**config.mk**
```make
export PLATFORM = sky130hd
export DESIGN_NAME = hnol_hash
export DESIGN_NICKNAME = d
export VERILOG_FILES = /design/src/rtl/core/hashed_name_offset_lookup_core_defines.svh /design/src/rtl/core/hnol_pkg.sv /design/src/rtl/core/hnol_hash.sv
export SDC_FILE = /design/constraint.sdc
export NUM_CORES = 1
export LEC_CHECK = 0
export ABC_CLOCK_PERIOD_IN_PS = 7400
export BUFFER_PORTS_ARGS = -buffer_cell sky130_fd_sc_hd__buf_2
export CAP_MARGIN = 25
export CORE_MARGIN = 4
export CORE_UTILIZATION = 35
export DETAILED_ROUTE_END_ITERATION = 6
export PLACE_DENSITY_LB_ADDON = 0.05
export SETUP_SLACK_MARGIN = 0.02
export SYNTH_ARGS = -nofsm -noshare
export SYNTH_HDL_FRONTEND = slang
export SYNTH_SLANG_ARGS = --single-unit
```
**constraint.sdc**
```tcl
create_clock -name clk -period 7.4 [get_ports clk]
set_input_delay 1.48 -clock clk [delete_from_list [all_inputs] [get_ports clk]]
set_output_delay 1.48 -clock clk [all_outputs]
set_load 0.01 [all_outputs]
```
**src/rtl/core/hashed_name_offset_lookup_core_defines.svh**
```systemverilog
// ----------------------------------------------------------------------------
// hashed name offset lookup core - assertion macros
// concurrent checks clocked on clk and held off while rst is high
// ----------------------------------------------------------------------------
`ifndef HASHED_NAME_OFFSET_LOOKUP_CORE_DEFINES_SVH
`define HASHED_NAME_OFFSET_LOOKUP_CORE_DEFINES_SVH

// same-cycle implication
`define HNOL_ASSERT_IMP(label, ante, cons, msg) \
  label: assert property (@(posedge clk) disable iff (rst) (ante) |-> (cons)) \
    else $error(msg);

// next-cycle implication
`define HNOL_ASSERT_NXT(label, ante, cons, msg) \
  label: assert property (@(posedge clk) disable iff (rst) (ante) |=> (cons)) \
    else $error(msg);

`endif

```
**src/rtl/core/hnol_pkg.sv**
```systemverilog
// ----------------------------------------------------------------------------
// hnol_pkg
// shared types, codes and constants of the hashed name offset lookup core
// ----------------------------------------------------------------------------
`default_nettype none

package hnol_pkg;

  localparam int OP_W       = 2;
  localparam int INDEX_W    = 8;
  localparam int HASH_W     = 32;
  localparam int BANK_W     = 4;
  localparam int OFFSET_W   = 21;
  localparam int BYTE_W     = 8;
  localparam int STATUS_W   = 2;
  localparam int OFS_OUT_W  = 20;
  localparam int POS_W      = 8;

  localparam int CFG_IDX_W  = 2;
  localparam int CFG_DATA_W = 9;
  localparam int COUNT_W    = 9;
  localparam int BCOUNT_W   = 4;
  localparam int MASK_W     = 8;

  localparam logic [HASH_W-1:0] HASH_PRIME = 32'h0100_0193;
  localparam logic [HASH_W-1:0] HASH_BASIS = 32'h811c_9dc5;

  localparam logic [CFG_IDX_W-1:0] CFG_ENTRY_COUNT = 2'd0;
  localparam logic [CFG_IDX_W-1:0] CFG_BANK_COUNT  = 2'd1;
  localparam logic [CFG_IDX_W-1:0] CFG_BANK_MASK   = 2'd2;

  typedef enum logic [OP_W-1:0] {
    OP_WRITE_HASH   = 2'd0,
    OP_WRITE_OFFSET = 2'd1,
    OP_NAME_BYTE    = 2'd2
  } op_t;

  typedef enum logic [STATUS_W-1:0] {
    STAT_FOUND      = 2'd0,
    STAT_BANK_RANGE = 2'd1,
    STAT_UNKNOWN    = 2'd2,
    STAT_ABSENT     = 2'd3
  } status_t;

  // lookup request handed from the front end to the search sequencer
  typedef struct packed {
    logic              go;
    logic              bank_ok;
    logic              present;
    logic [BANK_W-1:0] bank;
    logic [HASH_W-1:0] hash;
  } launch_t;

  typedef struct packed {
    status_t              status;
    logic [OFS_OUT_W-1:0] bank_offset;
    logic [POS_W-1:0]     position;
    logic [HASH_W-1:0]    hash;
  } result_t;

endpackage

`default_nettype wire

```
**src/rtl/core/hnol_hash.sv**
```systemverilog
// ----------------------------------------------------------------------------
// hnol_hash
// running fnv-1a hash, one name byte folded in per item
// ----------------------------------------------------------------------------
`default_nettype none

module hnol_hash (
  input  wire logic                        clk,
  input  wire logic                        rst,
  input  wire logic                        byte_en,
  input  wire logic                        last_byte,
  input  wire logic [hnol_pkg::BYTE_W-1:0] name_byte,
  output logic      [hnol_pkg::HASH_W-1:0] hash_next
);

  import hnol_pkg::*;

  logic [HASH_W-1:0] running_hash;

  // xor the byte in, then multiply by the prime modulo 2^32
  assign hash_next = (running_hash ^ {{(HASH_W-BYTE_W){1'b0}}, name_byte}) * HASH_PRIME;

  always_ff @(posedge clk) begin
    if (rst) begin
      running_hash <= HASH_BASIS;
    end else if (byte_en) begin
      running_hash <= last_byte ? HASH_BASIS : hash_next;
    end
  end

endmodule

`default_nettype wire

```
Word level (Yosys, flattened, before mapping)
Index checks and enable logic that the tools add are counted.
{ "totals": {"reg_bits": 32, "input_bits": 12, "out_inout_bits": 32, "elab_cells": 4} }
{ "classes": {"n_mul": 1, "mux": 1, "bitwise": 1} }
{ "ops": {"columns": ["operator", "count"], "rows": [
  ["$mul A32 B25 Y32 const B", 1],
  ["$mux W32", 1],
  ["$xor A32 B8 Y32", 1]
]} }

Logic depth before layout (Yosys ltp)
{ "logic_depth": {"ltp_word": 3, "mapped_depth": 22, "mapped_depth_nobuf": 21} }

Worst setup path before layout
No wires, ideal clock.
{ "synth_timing": {"kind": "input -> output", "startpoint": "input port name_byte[2] (netlist name)", "endpoint": "output port hash_next[24] (netlist name)", "t_arrival_ns": 5.987, "required_time_ns": 5.920, "slack_ns": -0.067, "stages": 18, "path_buffers": 0, "cell_sequence": "xor2_1 ha_1 ha_1 ha_1 ha_1 fa_1 ha_1 inv_1 fa_1 inv_1 ha_1 o21ai_0 o21ai_1 a31oi_1 nand2_1 a311oi_1 mux2i_1 a211oi_1"} }
{ "synth_between": {"elab_chain_len": 2} }
{ "synth_lines": {"columns": ["item", "line_no", "source"], "rows": [
  ["start: declaration", "hnol_hash.sv:12", "input wire logic [hnol_pkg::BYTE_W-1:0] name_byte,"],
  ["$xor A32 B8 Y32", "hnol_hash.sv:21", "assign hash_next = (running_hash ^ {{(HASH_W-BYTE_W){1'b0}}, name_byte}) * HASH_PRIME;"],
  ["$mul A32 B25 Y32", "hnol_hash.sv:21", null],
  ["end: declaration", "hnol_hash.sv:13", "output logic [hnol_pkg::HASH_W-1:0] hash_next"]
]} }
Every way passes these cells.

Final worst setup path
{ "layout_timing": {"startpoint": "input port name_byte[6] (netlist name)", "endpoint": "output port hash_next[29] (netlist name)"} }
The elaborated chain is that of the path after synthesis.

==> flow_summary.toml <==
[clock_network]
numCtsBuffers = 5
cts_num_sinks = 32
cts_buffer_depth = 2
h-tree-depth = 2
cts-root-buf = "clkbuf_16"
tritoncts = "done"
holdBufCountCts = 0
clock_latency_ns = 0.30
clk_pin_slew_ns = 0.07

[synthesis]
seq_area_frac_synth_pct = 9.060
synthCells = 772
syn_nets = 1042
synth_edf_count = 0
synthFlopType = "dfxtp_1"
ys_warn_count = 0
ys_types = 55
syn_area_mm2 = 0.007071
ys_async_sr_fraction_pct = 0
syn_area_per_cell_um2 = 9.159
yosys_register_bits = 32

[route]
drc_errors = 0
routed-wl-met3_um = 383
met1_length_mm = 8.926
drtIter0Drc = 166
drt-pass1-iter-count = 4
vias = 5782
routed.top_layer = "met4"
vias_per_cell = 4.896
routed_wl_mm = 20.04
ant_nets = 0
wire_per_inst_um = 16.97
wl_met2_mm = 10.43

[setup_path]
start_kind = "input port"
arrival_ns = 6.05
endpoint_kind = "output pin"
path_cells = "buf_12, xor2_4, ha_4, ha_4, fa_1, ha_2, fa_1, ha_1, inv_1, fa_1, inv_2, ha_4, nand2_4, buf_6, buf_6, o31a_1, buf_6, buf_6, a21oi_4, o21ai_2, nand2_1, xor2_1, buf_2"
r2r-end = "running_hash[31]"
r2r_slack_ns = 1.82
slowest_delay_ns = 0.51
cp_common_cell = "buf_6"
reg2reg_from = "running_hash[19]"
cp_max_fo = 3
worstSetupPathType = "in -> out"
cp_slowest_cell = "fa_1"
crit_start = "name_byte[6]"
r2r_cells = 23
cp_data_required_time_ns = 5.92
endpoint = "hash_next[29]"

[global_route]
antenna_found_initial = 0
grt_pass1_wl_mm = 31.85
track_usage_pct = 18.33
grt_pass1_vias = 6112
grt-ovfl-total = 0
grt_max_degree = 22

[floorplan]
start_util_pct = 35.98
rows = 51
dieArea_mm2 = 0.02254
fp.dieH_um = 150.1
core_mm2 = 0.01965
dieWidth_um = 150.1
io_pins = 44

[min_path]
min_from = "running_hash[1]"
hp-class = "reg -> reg"

[placement]
routabilityCongestion = 0.8110
dpl_cell_area_mm2 = 0.008225
io_buffers = 43
hpwlAfterDp_mm = 17.07
dpl.cell_count = 1154

[timing]
slew_violations = 0
finalClockSkew_ns = 0.01318
min_period_over_period_pct = 101.8
fin_tns_setup_ns = -0.9307
relSlewSlack_pct = 58.72
rsz0062_at_grt = "yes"
fmax_ghz = 0.1327
fin_ws_ns = -0.1334
tightest_slew_ns = 0.6180
period_needed_ns = 7.533
hold_violations = 0
setup_viol = 10

[status]
outcome = "finished with violations"
violations = "negative setup slack"

[layout]
layout.cells.non_filler = 1181
area_growth_pct = 34.44
multi_input_area_mm2 = 0.006565
top_regs = "running_hash x32"
largest_register_ffs = 32
regMostFlops = "running_hash"
fin_nets = 1185
drive_gt1_share_pct = 29.04
regArea_um2 = 640.6
design_area_mm2 = 0.009505
diodes = 0
postLayoutCoreUtil_pct = 48.36
nFillCells = 1926

[job]
drv_cap = 0
cells in the mapped netlist, types with 3 or more instances:
library cell	n	share of area (%)
a211oi_1	5	0.53
a21o_1	10	1.1
a21oi_1	27	1.9
a22o_1	6	0.74
a31oi_1	3	0.27
and2_1	5	0.44
and3_1	3	0.27
clkbuf_1	11	0.58
dfxtp_1	32	9.1
fa_1	74	21
ha_1	184	33
inv_1	181	9.6
mux2i_1	5	0.71
nand2_1	17	0.90
nand2b_1	17	1.5
nand3_1	8	0.57
nand4_1	7	0.62
nor2_1	32	1.7
nor2b_1	7	0.62
nor3_1	7	0.50
o211ai_1	3	0.32
o21a_1	3	0.32
o21ai_0	11	0.78
o21ai_1	8	0.57
o21bai_1	3	0.32
o22a_1	6	0.74
o22ai_1	7	0.62
or2_2	4	0.35
xnor2_1	32	4.0
xor2_1	21	2.6
cell families (layout without fill, tap and decap cells):
group	Yosys count	in the layout	share of synthesized area (%)
muxes	5	5	0.7079
AOI/OAI and AO/OA	114	114	11.33
DFF	32	32	9.060
xor gates and xnor gates	53	53	6.565
and+or+nand+nor	116	116	8.423
adders and majority gates	258	258	53.51
buffers and inverters	194	338	10.41
through the flow:
stage | setup slack (ns) | hold slack [ns]
floorplan | 0.02851 | 0.4579
detailed placement | -0.6554 | 0.4902
global route | -0.2779 | 0.5529
finish | -0.1334 | 0.5173
CTS | -0.1959 | 0.5236
global placement | -0.5899 | 0.4700
per-layer routing:
metal  vias to the layer above  global-route usage [%]
li1                       2815                       -
met1                      2875                   23.39
met2                        73                   33.70
met3                        19                   2.017
met4                         0                   3.248
met5                         -                       0
worst min-delay path by stage:
stage	end	cells past startpoint	slack, ns
finish	running_hash[1]	2	0.52
global route	running_hash[0]	2	0.55
CTS	running_hash[1]	2	0.52
detailed placement	running_hash[1]	2	0.49
global placement	running_hash[1]	2	0.47
floorplan	running_hash[1]	2	0.46
cell usage in the layout, fill, tap and decap left out, types with 4 or more instances in the layout:
cell,instances
o21ai_0,5
o21ai_1,8
xor2_1,6
nand4_1,7
nand2b_1,17
nor2b_1,7
inv_2,9
ha_4,27
xor2_2,6
clkbuf_16,5
buf_4,93
a21oi_1,21
inv_1,172
o22ai_1,7
o21ai_2,5
o22a_1,6
xor2_4,9
dfxtp_1,32
a21o_1,10
buf_2,37
buf_6,15
xnor2_1,28
nor3_1,5
ha_2,8
mux2i_1,5
fa_1,74
or2_2,4
a21oi_4,4
nand3_1,6
ha_1,149
a22o_1,6
nand2_1,15
nor2_1,28
worst max-delay path: cells and delay by family:
kind            cells  cell delay [ns]
buf+inv             8             0.82
fa+ha+maj           8             2.64
xor+xnor            2             0.35
compound gates      3             0.59
simple gates        2             0.14
repair_timing:
action                     4_1_cts  5_1_grt
setup endpoints to repair       21       18
pin swaps                       64       59
resized for setup              116       46
hold endpoints to repair         0        0
setup buffers                   15        5
final cells by class:
class / instances / area share, %
Multi-Input combinational cell: 546 / 69.07
Timing Repair Buffer: 149 / 11.75
Inverter: 181 / 7.148
Sequential cell: 32 / 6.739
Tap cell: 265 / 3.488
Clock buffer: 5 / 1.316
Clock inverter: 3 / 0.4870
Power is not shown: default switching activity piles up to over one toggle a cycle in this logic, so the estimate is an artifact.
