**src/rtl/core/hashed_name_offset_lookup_core_defines.svh**
```systemverilog
// ----------------------------------------------------------------------------
// hashed name offset lookup core - assertion macros
// concurrent checks clocked on clk and held off while rst is high
// ----------------------------------------------------------------------------
`ifndef HASHED_NAME_OFFSET_LOOKUP_CORE_DEFINES_SVH
`define HASHED_NAME_OFFSET_LOOKUP_CORE_DEFINES_SVH

// same-cycle implication
`define HNOL_ASSERT_IMP(label, ante, cons, msg) \
  label: assert property (@(posedge clk) disable iff (rst) (ante) |-> (cons)) \
    else $error(msg);

// next-cycle implication
`define HNOL_ASSERT_NXT(label, ante, cons, msg) \
  label: assert property (@(posedge clk) disable iff (rst) (ante) |=> (cons)) \
    else $error(msg);

`endif

```
**src/rtl/core/hnol_pkg.sv**
```systemverilog
// ----------------------------------------------------------------------------
// hnol_pkg
// shared types, codes and constants of the hashed name offset lookup core
// ----------------------------------------------------------------------------
`default_nettype none

package hnol_pkg;

  localparam int OP_W       = 2;
  localparam int INDEX_W    = 8;
  localparam int HASH_W     = 32;
  localparam int BANK_W     = 4;
  localparam int OFFSET_W   = 21;
  localparam int BYTE_W     = 8;
  localparam int STATUS_W   = 2;
  localparam int OFS_OUT_W  = 20;
  localparam int POS_W      = 8;

  localparam int CFG_IDX_W  = 2;
  localparam int CFG_DATA_W = 9;
  localparam int COUNT_W    = 9;
  localparam int BCOUNT_W   = 4;
  localparam int MASK_W     = 8;

  localparam logic [HASH_W-1:0] HASH_PRIME = 32'h0100_0193;
  localparam logic [HASH_W-1:0] HASH_BASIS = 32'h811c_9dc5;

  localparam logic [CFG_IDX_W-1:0] CFG_ENTRY_COUNT = 2'd0;
  localparam logic [CFG_IDX_W-1:0] CFG_BANK_COUNT  = 2'd1;
  localparam logic [CFG_IDX_W-1:0] CFG_BANK_MASK   = 2'd2;

  typedef enum logic [OP_W-1:0] {
    OP_WRITE_HASH   = 2'd0,
    OP_WRITE_OFFSET = 2'd1,
    OP_NAME_BYTE    = 2'd2
  } op_t;

  typedef enum logic [STATUS_W-1:0] {
    STAT_FOUND      = 2'd0,
    STAT_BANK_RANGE = 2'd1,
    STAT_UNKNOWN    = 2'd2,
    STAT_ABSENT     = 2'd3
  } status_t;

  // lookup request handed from the front end to the search sequencer
  typedef struct packed {
    logic              go;
    logic              bank_ok;
    logic              present;
    logic [BANK_W-1:0] bank;
    logic [HASH_W-1:0] hash;
  } launch_t;

  typedef struct packed {
    status_t              status;
    logic [OFS_OUT_W-1:0] bank_offset;
    logic [POS_W-1:0]     position;
    logic [HASH_W-1:0]    hash;
  } result_t;

endpackage

`default_nettype wire

```
**src/rtl/core/hnol_search.sv**
```systemverilog
// ----------------------------------------------------------------------------
// hnol_search
// binary search sequencer over the node table, then bank offset check
// ----------------------------------------------------------------------------
`default_nettype none

module hnol_search #(
  parameter int MAX_ENTRIES = 256,
  parameter int NUM_BANKS   = 8,
  parameter int OFFSET_BITS = 20
) (
  input  wire logic                                            clk,
  input  wire logic                                            rst,
  input  wire hnol_pkg::launch_t                               launch,
  input  wire logic [$clog2(MAX_ENTRIES+1)-1:0]                count,
  output logic      [$clog2(MAX_ENTRIES)-1:0]                  node_raddr,
  input  wire logic [hnol_pkg::HASH_W-1:0]                     node_rdata,
  output logic      [$clog2(MAX_ENTRIES*NUM_BANKS)-1:0]        ofs_raddr,
  input  wire logic [OFFSET_BITS:0]                            ofs_rdata,
  output logic                                                 busy,
  output logic                                                 done,
  output hnol_pkg::result_t                                    result
);

  import hnol_pkg::*;

  localparam int IW  = $clog2(MAX_ENTRIES);
  localparam int CW  = $clog2(MAX_ENTRIES+1);
  localparam int OAW = $clog2(MAX_ENTRIES*NUM_BANKS);

  typedef enum logic [3:0] {
    S_IDLE  = 4'b0001,
    S_ADDR  = 4'b0010,
    S_CMP   = 4'b0100,
    S_CHK   = 4'b1000
  } state_t;

  state_t            state;
  logic [CW-1:0]     lo;
  logic [CW-1:0]     hi;
  logic [IW-1:0]     mid_r;
  logic [HASH_W-1:0] hash_r;
  logic [BANK_W-1:0] bank_r;
  logic              present_r;
  logic [CW-1:0]     mid;

  // floor midpoint of the live range, valid while lo < hi
  assign mid        = lo + ((hi - lo - CW'(1)) >> 1);
  assign node_raddr = IW'(mid);
  assign ofs_raddr  = OAW'(mid_r) * OAW'(NUM_BANKS) + OAW'(bank_r);
  assign busy       = (state != S_IDLE);

  always_ff @(posedge clk) begin
    if (rst) begin
      state <= S_IDLE;
      done  <= 1'b0;
    end else begin
      done <= 1'b0;
      unique case (state)
        S_IDLE: begin
          if (launch.go) begin
            hash_r    <= launch.hash;
            bank_r    <= launch.bank;
            present_r <= launch.present;
            if (!launch.bank_ok) begin
              result <= '{STAT_BANK_RANGE, '0, '0, launch.hash};
              done   <= 1'b1;
            end else begin
              lo    <= '0;
              hi    <= count;
              state <= S_ADDR;
            end
          end
        end
        S_ADDR: begin
          if (lo >= hi) begin
            result <= '{STAT_UNKNOWN, '0, '0, hash_r};
            done   <= 1'b1;
            state  <= S_IDLE;
          end else begin
            mid_r <= IW'(mid);
            state <= S_CMP;
          end
        end
        S_CMP: begin
          // equality and magnitude compare against the probed entry
          if (node_rdata == hash_r) begin
            state <= S_CHK;
          end else if (node_rdata < hash_r) begin
            lo    <= CW'(mid_r) + CW'(1);
            state <= S_ADDR;
          end else begin
            hi    <= CW'(mid_r);
            state <= S_ADDR;
          end
        end
        S_CHK: begin
          if (ofs_rdata[OFFSET_BITS] || !present_r) begin
            result <= '{STAT_ABSENT, '0, POS_W'(mid_r), hash_r};
          end else begin
            result <= '{STAT_FOUND, OFS_OUT_W'(ofs_rdata), POS_W'(mid_r), hash_r};
          end
          done  <= 1'b1;
          state <= S_IDLE;
        end
        default: begin
          state <= S_IDLE;
        end
      endcase
    end
  end

endmodule

`default_nettype wire

```
**config.mk**
```make
export PLATFORM = sky130hd
export DESIGN_NAME = hnol_search
export DESIGN_NICKNAME = d
export VERILOG_FILES = /design/src/rtl/core/hashed_name_offset_lookup_core_defines.svh /design/src/rtl/core/hnol_pkg.sv /design/src/rtl/core/hnol_search.sv
export SDC_FILE = /design/constraint.sdc
export NUM_CORES = 1
export LEC_CHECK = 0
export BUFFER_PORTS_ARGS = -buffer_cell sky130_fd_sc_hd__clkbuf_2
export CAP_MARGIN = 0
export CORE_MARGIN = 3
export CORE_UTILIZATION = 45
export DETAILED_ROUTE_END_ITERATION = 8
export PLACE_DENSITY_LB_ADDON = 0.15
export SLEW_MARGIN = 30
export SYNTH_ARGS = -nofsm -noshare
export SYNTH_HDL_FRONTEND = slang
export SYNTH_SLANG_ARGS = --single-unit
export TNS_END_PERCENT = 10
```
**constraint.sdc**
```tcl
create_clock -name clk -period 18.7 [get_ports clk]
set_clock_uncertainty 0.1 [all_clocks]
set_input_delay 3.74 -clock clk [delete_from_list [all_inputs] [get_ports clk]]
set_output_delay 3.74 -clock clk [all_outputs]
set_load 0.02 [all_outputs]
```
# Word level (Yosys, flattened, before mapping)
# Cells that the tools add are included.
[totals]
inputBits = 103
regBits = 130
[op_classes]
n_lt_le_gt_ge = 2
n_bitwise = 2
muxes = 24
add_sub_neg = 5
eq_ne = 13
reduce_logical = 10
[ops]
columns = ["cell", "n"]
rows = [
  ["$mux 62", 4],
  ["$pmux 62 s3", 1],
  ["$mux 9", 8],
  ["$pmux 9 s2", 2],
  ["$eq 32x32->1", 1],
  ["$lt 32x32->1", 1],
  ["$ne 2x2->1 const B", 7],
  ["$mux 4", 3],
  ["$pmux 4 s3", 1],
  ["$reduce_and 6->1", 2],
  ["$add 11x4->11", 1],
  ["$add 8x1->9 const B", 1],
  ["$ge 9x9->1", 1],
  ["$sub 9x1->9 const B", 1],
  ["$sub 9x9->9", 1],
  ["$add 8x8->8", 1],
  ["$reduce_and 3->1", 2],
  ["$reduce_and 5->1", 1],
  ["$eq 4x1->1 const B", 1],
  ["$eq 4x2->1 const B", 1],
  ["$eq 4x3->1 const B", 1],
  ["$eq 4x4->1 const B", 1],
  ["$ne 4x1->1 const B", 1],
  ["$mux 1", 3],
  ["other kinds (8)", 9],
]

# Logic depth before layout (Yosys ltp)
[logic_depth]
depth_word = 4
mapped_depth = 14
ltp_nobuf = 14

# Worst setup path before layout
# OpenSTA, ideal clock, no wires.
[synth_path]
path_kind = "input to register"
startpoint = "input launch[38] (netlist bit)"
endpoint = "register result[0] (netlist bit) (enable)"
setup_ns = 0.636
path_slack_ns = 8.039
path_stages = 3
arrival_time_ns = 9.926
path_cell_list = "nand2_1 -> o21a_1 -> nor4_1"
[synth_between]
elab_chain_len = 2
[synth_lines]
columns = ["item", "line_no", "rtl"]
rows = [
  ["from (decl)", "hnol_search.sv:14", "input wire hnol_pkg::launch_t launch,"],
  ["$ne 2x2->1 (no line)", "n/a", ""],
  ["$reduce_and 5->1 (no line)", "n/a", ""],
  ["to (signal assigned)", "hnol_search.sv:66", "result <= '{STAT_BANK_RANGE, '0, '0, launch.hash};"],
  ["to (signal assigned)", "hnol_search.sv:77", "result <= '{STAT_UNKNOWN, '0, '0, hash_r};"],
  ["to (signal assigned)", "hnol_search.sv:99", "result <= '{STAT_ABSENT, '0, POS_W'(mid_r), hash_r};"],
  ["to (decl)", "hnol_search.sv:22", "output hnol_pkg::result_t result"],
]
# No other way between the ends.
# A chain may end at the register's enable or synchronous reset.

# Worst setup path after layout
[layout_path]
startpoint = "register lo[1]"
endpoint = "output node_raddr[7]"
[layout_between]
elab_chain_len = 3
[layout_lines]
columns = ["item", "line_no", "rtl"]
rows = [
  ["from (decl)", "hnol_search.sv:39", "logic [CW-1:0] lo;"],
  ["from (signal assigned)", "hnol_search.sv:90", "lo <= CW'(mid_r) + CW'(1);"],
  ["$sub 9x9->9", "hnol_search.sv:48", "assign mid = lo + ((hi - lo - CW'(1)) >> 1);"],
  ["$sub 9x1->9", "hnol_search.sv:48", ""],
  ["$add 8x8->8 *", "hnol_search.sv:48", ""],
  ["to (decl)", "hnol_search.sv:16", "output logic [$clog2(MAX_ENTRIES)-1:0] node_raddr,"],
]
# Mark *: on every way between the ends. The rest lies on a longest branch, timed or not.

==> impl_metrics.csv <==
group,metric,value,unit
synth,synth_edf_count,125,
synth,ys.warnings.count,0,
global_route,grt_antenna_before_repair,0,
worst_setup_path,crit_path_cell_trace,"inv_1 > ha_1 > a21o_1 > a21oi_2 > o21ai_1 > or4_1 > o311a_1 > xor2_1 > ha_1 > o41ai_1 > xnor2_1 > clkbuf_2",
floorplanning,placement_rows,43,
min_path,hp-start,"hash_r[27]$_DFFE_PP_",
route,route.final.wire_length,15300,um
timing,finalMaxSlewViolations,0,
synth,postSynthCellCount,552,
global_route,grt_first_pass_wirelength,24500,um
route,ant_nets,0,
cells_and_area,share_of_final_layout_standard_cells_stronger_than_drive_strength_1,0.307,
synth,synthFlopType,"sky130_fd_sc_hd__edfxtp_1",
timing,clock.fmax,0.133,GHz
floorplanning,design.portCount,186,
clocking,post_cts_resized,0,
worst_setup_path,slowest_cp_cell,"sky130_fd_sc_hd__o41ai_1",
timing,period_share,0.402,
timing,timing.setup.tns,0,ps
worst_setup_path,cp.buffers_inverters,2,
route,routedWlPerCell,16.4,um
cells_and_area,n_fill_cell,1239,
worst_setup_path,critical_path.most_common_cell,"sky130_fd_sc_hd__ha_1",
outcome,status,"complete, no violations",
synth,flip_flop_and_latch_count_after_synthesis,130,
clocking,cts_buffers,17,
timing,setup-violations-final,0,
worst_setup_path,r2r-start,"lo[1]$_SDFFCE_PN0P_",
route,drt_iter0_markers,292,
timing,min_clock_period_post_route,7520,ps
route,detail_route.drc_violations,0,
clocking,cts.clk_slew.worst_paths,60,ps
worst_setup_path,cp.arrival,3680,ps
clocking,clk_root_buffer_cell,"sky130_fd_sc_hd__clkbuf_16",
floorplanning,initial_core_util,0.467,
timing,final-hold-violation-count,0,
clocking,clkLatencyLatePin,420,ps
worst_setup_path,timing.critical_path.from_type,"flop",
worst_setup_path,ff2ff_setup_slack,15310,ps
cells_and_area,layout_common_cells,"185 x sky130_fd_sc_hd__clkbuf_2, 125 x sky130_fd_sc_hd__edfxtp_1, 71 x sky130_fd_sc_hd__nand2_1",
cells_and_area,design.final.nets,906,
clocking,post_cts_hold_buffer_count,0,
clocking,tritoncts_sink_count,130,
worst_setup_path,largest_fanout_on_the_critical_path,5,
cells_and_area,layout.cells.non_filler,935,
cells_and_area,antenna_cells_inserted,0,
placement,placed_cells,903,
synth,avgSynthCellArea,11.9,um2
pwr,static_power_due_to_leakage,0.00375,uW
floorplanning,die-height,127,um
global_route,global_route.usage.total,0.197,
worst_setup_path,endpoint_kind,"output port",
clocking,tritoncts,"built",
route,dr_total_vias,4734,
pwr,vdd_ir_drop_max,0.0663,mV
timing,slew_of_the_pin_with_the_lowest_slew_margin,847,ps
route,drtPass1Iterations,4,
worst_setup_path,worst_setup_path_startpoint,"lo[1]$_SDFFCE_PN0P_",
route,routed_vias_inst,5.06,
synth,mappedNetlistArea,6580,um2
worst_setup_path,crit_type,"reg2out",
global_route,first_global_vias,4797,
cells_and_area,layout.cells.most_common,"sky130_fd_sc_hd__clkbuf_2",
clocking,max-clock-path-buffers,2,
worst_setup_path,path_delay_family,"compound AO/OA/AOI/OAI gates",
synth,yosysUniqueCellTypes,48,
cells_and_area,multi_input_area,2450,um2
cells_and_area,layout-area-overhead-vs-synth,26.3,%
run,cap_violations,0,
min_path,hold_path.class,"reg2reg",
floorplanning,die_width,127,um
placement,hpwl,11600,um
clocking,postCtsSetupRepairBufs,0,
cells_and_area,seqCellArea,3850,um2
timing,slew_headroom,0.435,
floorplanning,dieArea,16100,um2
global_route,maximum_number_of_pins_on_one_net_before_global_route_repair,65,
global_route,grt_total_ovfl,0,
worst_setup_path,critical_path.max_stage_delay,550,ps
pwr,p_per_area,112,nW/um2
synth,synthArstFlopShare,0,
placement,placement.io_buffers,185,
floorplanning,core-area,14100,um2
worst_setup_path,timing.critical_path.required,14860,ps
synth,yosysSeqAreaShare,0.586,
timing,grt_setup_unrepaired,"false",
synth,postSynthNetCount,716,
placement,routabilityCongestion,0.853,
clocking,cts_htree_levels,4,
==> kinds of logic after synthesis <==
logic type | Yosys count | share of synthesized area
simple gates | 173 | 0.137
mux | 1 | 0.00171
fa+ha+maj | 61 | 0.118
buf+inv | 75 | 0.0455
flops | 130 | 0.586
compound gates | 86 | 0.0774
xor+xnor | 26 | 0.0346
==> stage by stage <==
step	util	total power [uW]	setup slack (ps)	hold slack [ps]	area [um2]
2_1_floorplan	-	533	8040	456	6580
6_report	0.589	929	11180	497	8310
4_1_cts	0.588	938	11200	506	8300
5_1_grt	0.589	978	11010	535	8310
3_5_place_dp	0.547	610	11690	476	7710
3_3_place_gp	0.545	603	11720	482	7680
==> where the power goes <==
group	internal [uW]	leakage, uW	switching [uW]
Clock	197	0.000272	129
Sequential	356	0.00120	11.4
Combinational	87.9	0.00228	147
==> final cells by class <==
class | count | area share
clock inverters | 15 | 0.0191
multi-input cells | 347 | 0.295
flip-flops and latches | 130 | 0.464
clock buffers | 17 | 0.0512
well taps | 180 | 0.0271
inverters | 56 | 0.0253
repair buffers | 190 | 0.118
==> registers in the layout, indices dropped and copies added, names as in the netlist <==
signal	count
done	1
result	62
hi	9
hash_r	32
mid_r	8
lo	9
bank_r	4
present_r	1
state	4
==> synth_stat cells (2+ instances only) <==
master | number | area share
sky130_fd_sc_hd__edfxtp_1 | 125 | 0.57
sky130_fd_sc_hd__nand2_1 | 71 | 0.041
sky130_fd_sc_hd__ha_1 | 59 | 0.11
sky130_fd_sc_hd__inv_1 | 56 | 0.032
sky130_fd_sc_hd__o21ai_0 | 31 | 0.024
sky130_fd_sc_hd__and2_1 | 30 | 0.029
sky130_fd_sc_hd__a21oi_1 | 24 | 0.018
sky130_fd_sc_hd__nor2_1 | 18 | 0.010
sky130_fd_sc_hd__xnor2_1 | 18 | 0.024
sky130_fd_sc_hd__clkbuf_1 | 13 | 0.0074
sky130_fd_sc_hd__nand3_1 | 13 | 0.0099
sky130_fd_sc_hd__nand4_1 | 10 | 0.0095
sky130_fd_sc_hd__xor2_1 | 8 | 0.011
sky130_fd_sc_hd__o21ai_1 | 7 | 0.0053
sky130_fd_sc_hd__a21o_1 | 6 | 0.0068
sky130_fd_sc_hd__and3_1 | 6 | 0.0057
sky130_fd_sc_hd__dfxtp_1 | 5 | 0.015
sky130_fd_sc_hd__nor2b_1 | 5 | 0.0048
sky130_fd_sc_hd__buf_4 | 4 | 0.0046
sky130_fd_sc_hd__nor3_1 | 3 | 0.0023
sky130_fd_sc_hd__nor4_1 | 3 | 0.0029
sky130_fd_sc_hd__o211ai_1 | 3 | 0.0034
sky130_fd_sc_hd__and3b_1 | 2 | 0.0027
sky130_fd_sc_hd__buf_2 | 2 | 0.0015
sky130_fd_sc_hd__fa_1 | 2 | 0.0061
sky130_fd_sc_hd__nor3b_1 | 2 | 0.0023
sky130_fd_sc_hd__nor4b_2 | 2 | 0.0046
sky130_fd_sc_hd__o21a_1 | 2 | 0.0023
sky130_fd_sc_hd__o21bai_1 | 2 | 0.0023
sky130_fd_sc_hd__o31ai_1 | 2 | 0.0023
==> per-layer routing <==
metal	wire, um	part of all wire	GRT usage
met5	0	0	0
met3	1380	0.090	0.0813
met1	5980	0.39	0.234
met2	7690	0.50	0.325
met4	282	0.018	0.0688
==> worst min-delay path, stage by stage (launching register included) <==
cell and delay [ps]:
sky130_fd_sc_hd__edfxtp_1 320, sky130_fd_sc_hd__inv_1 50, sky130_fd_sc_hd__o21ai_1 120
==> final timing paths <==
| path | to | depth (start not counted) |
|---|---|---|
| worst max-delay path | node_raddr[7] | 12 |
| worst min-delay path | result[27]$_DFFE_PP_ | 2 |
| worst max register to register | mid_r[7]$_DFFE_PP_ | 11 |
| worst min register to register | result[27]$_DFFE_PP_ | 2 |
(Power assumes the default switching activity.)
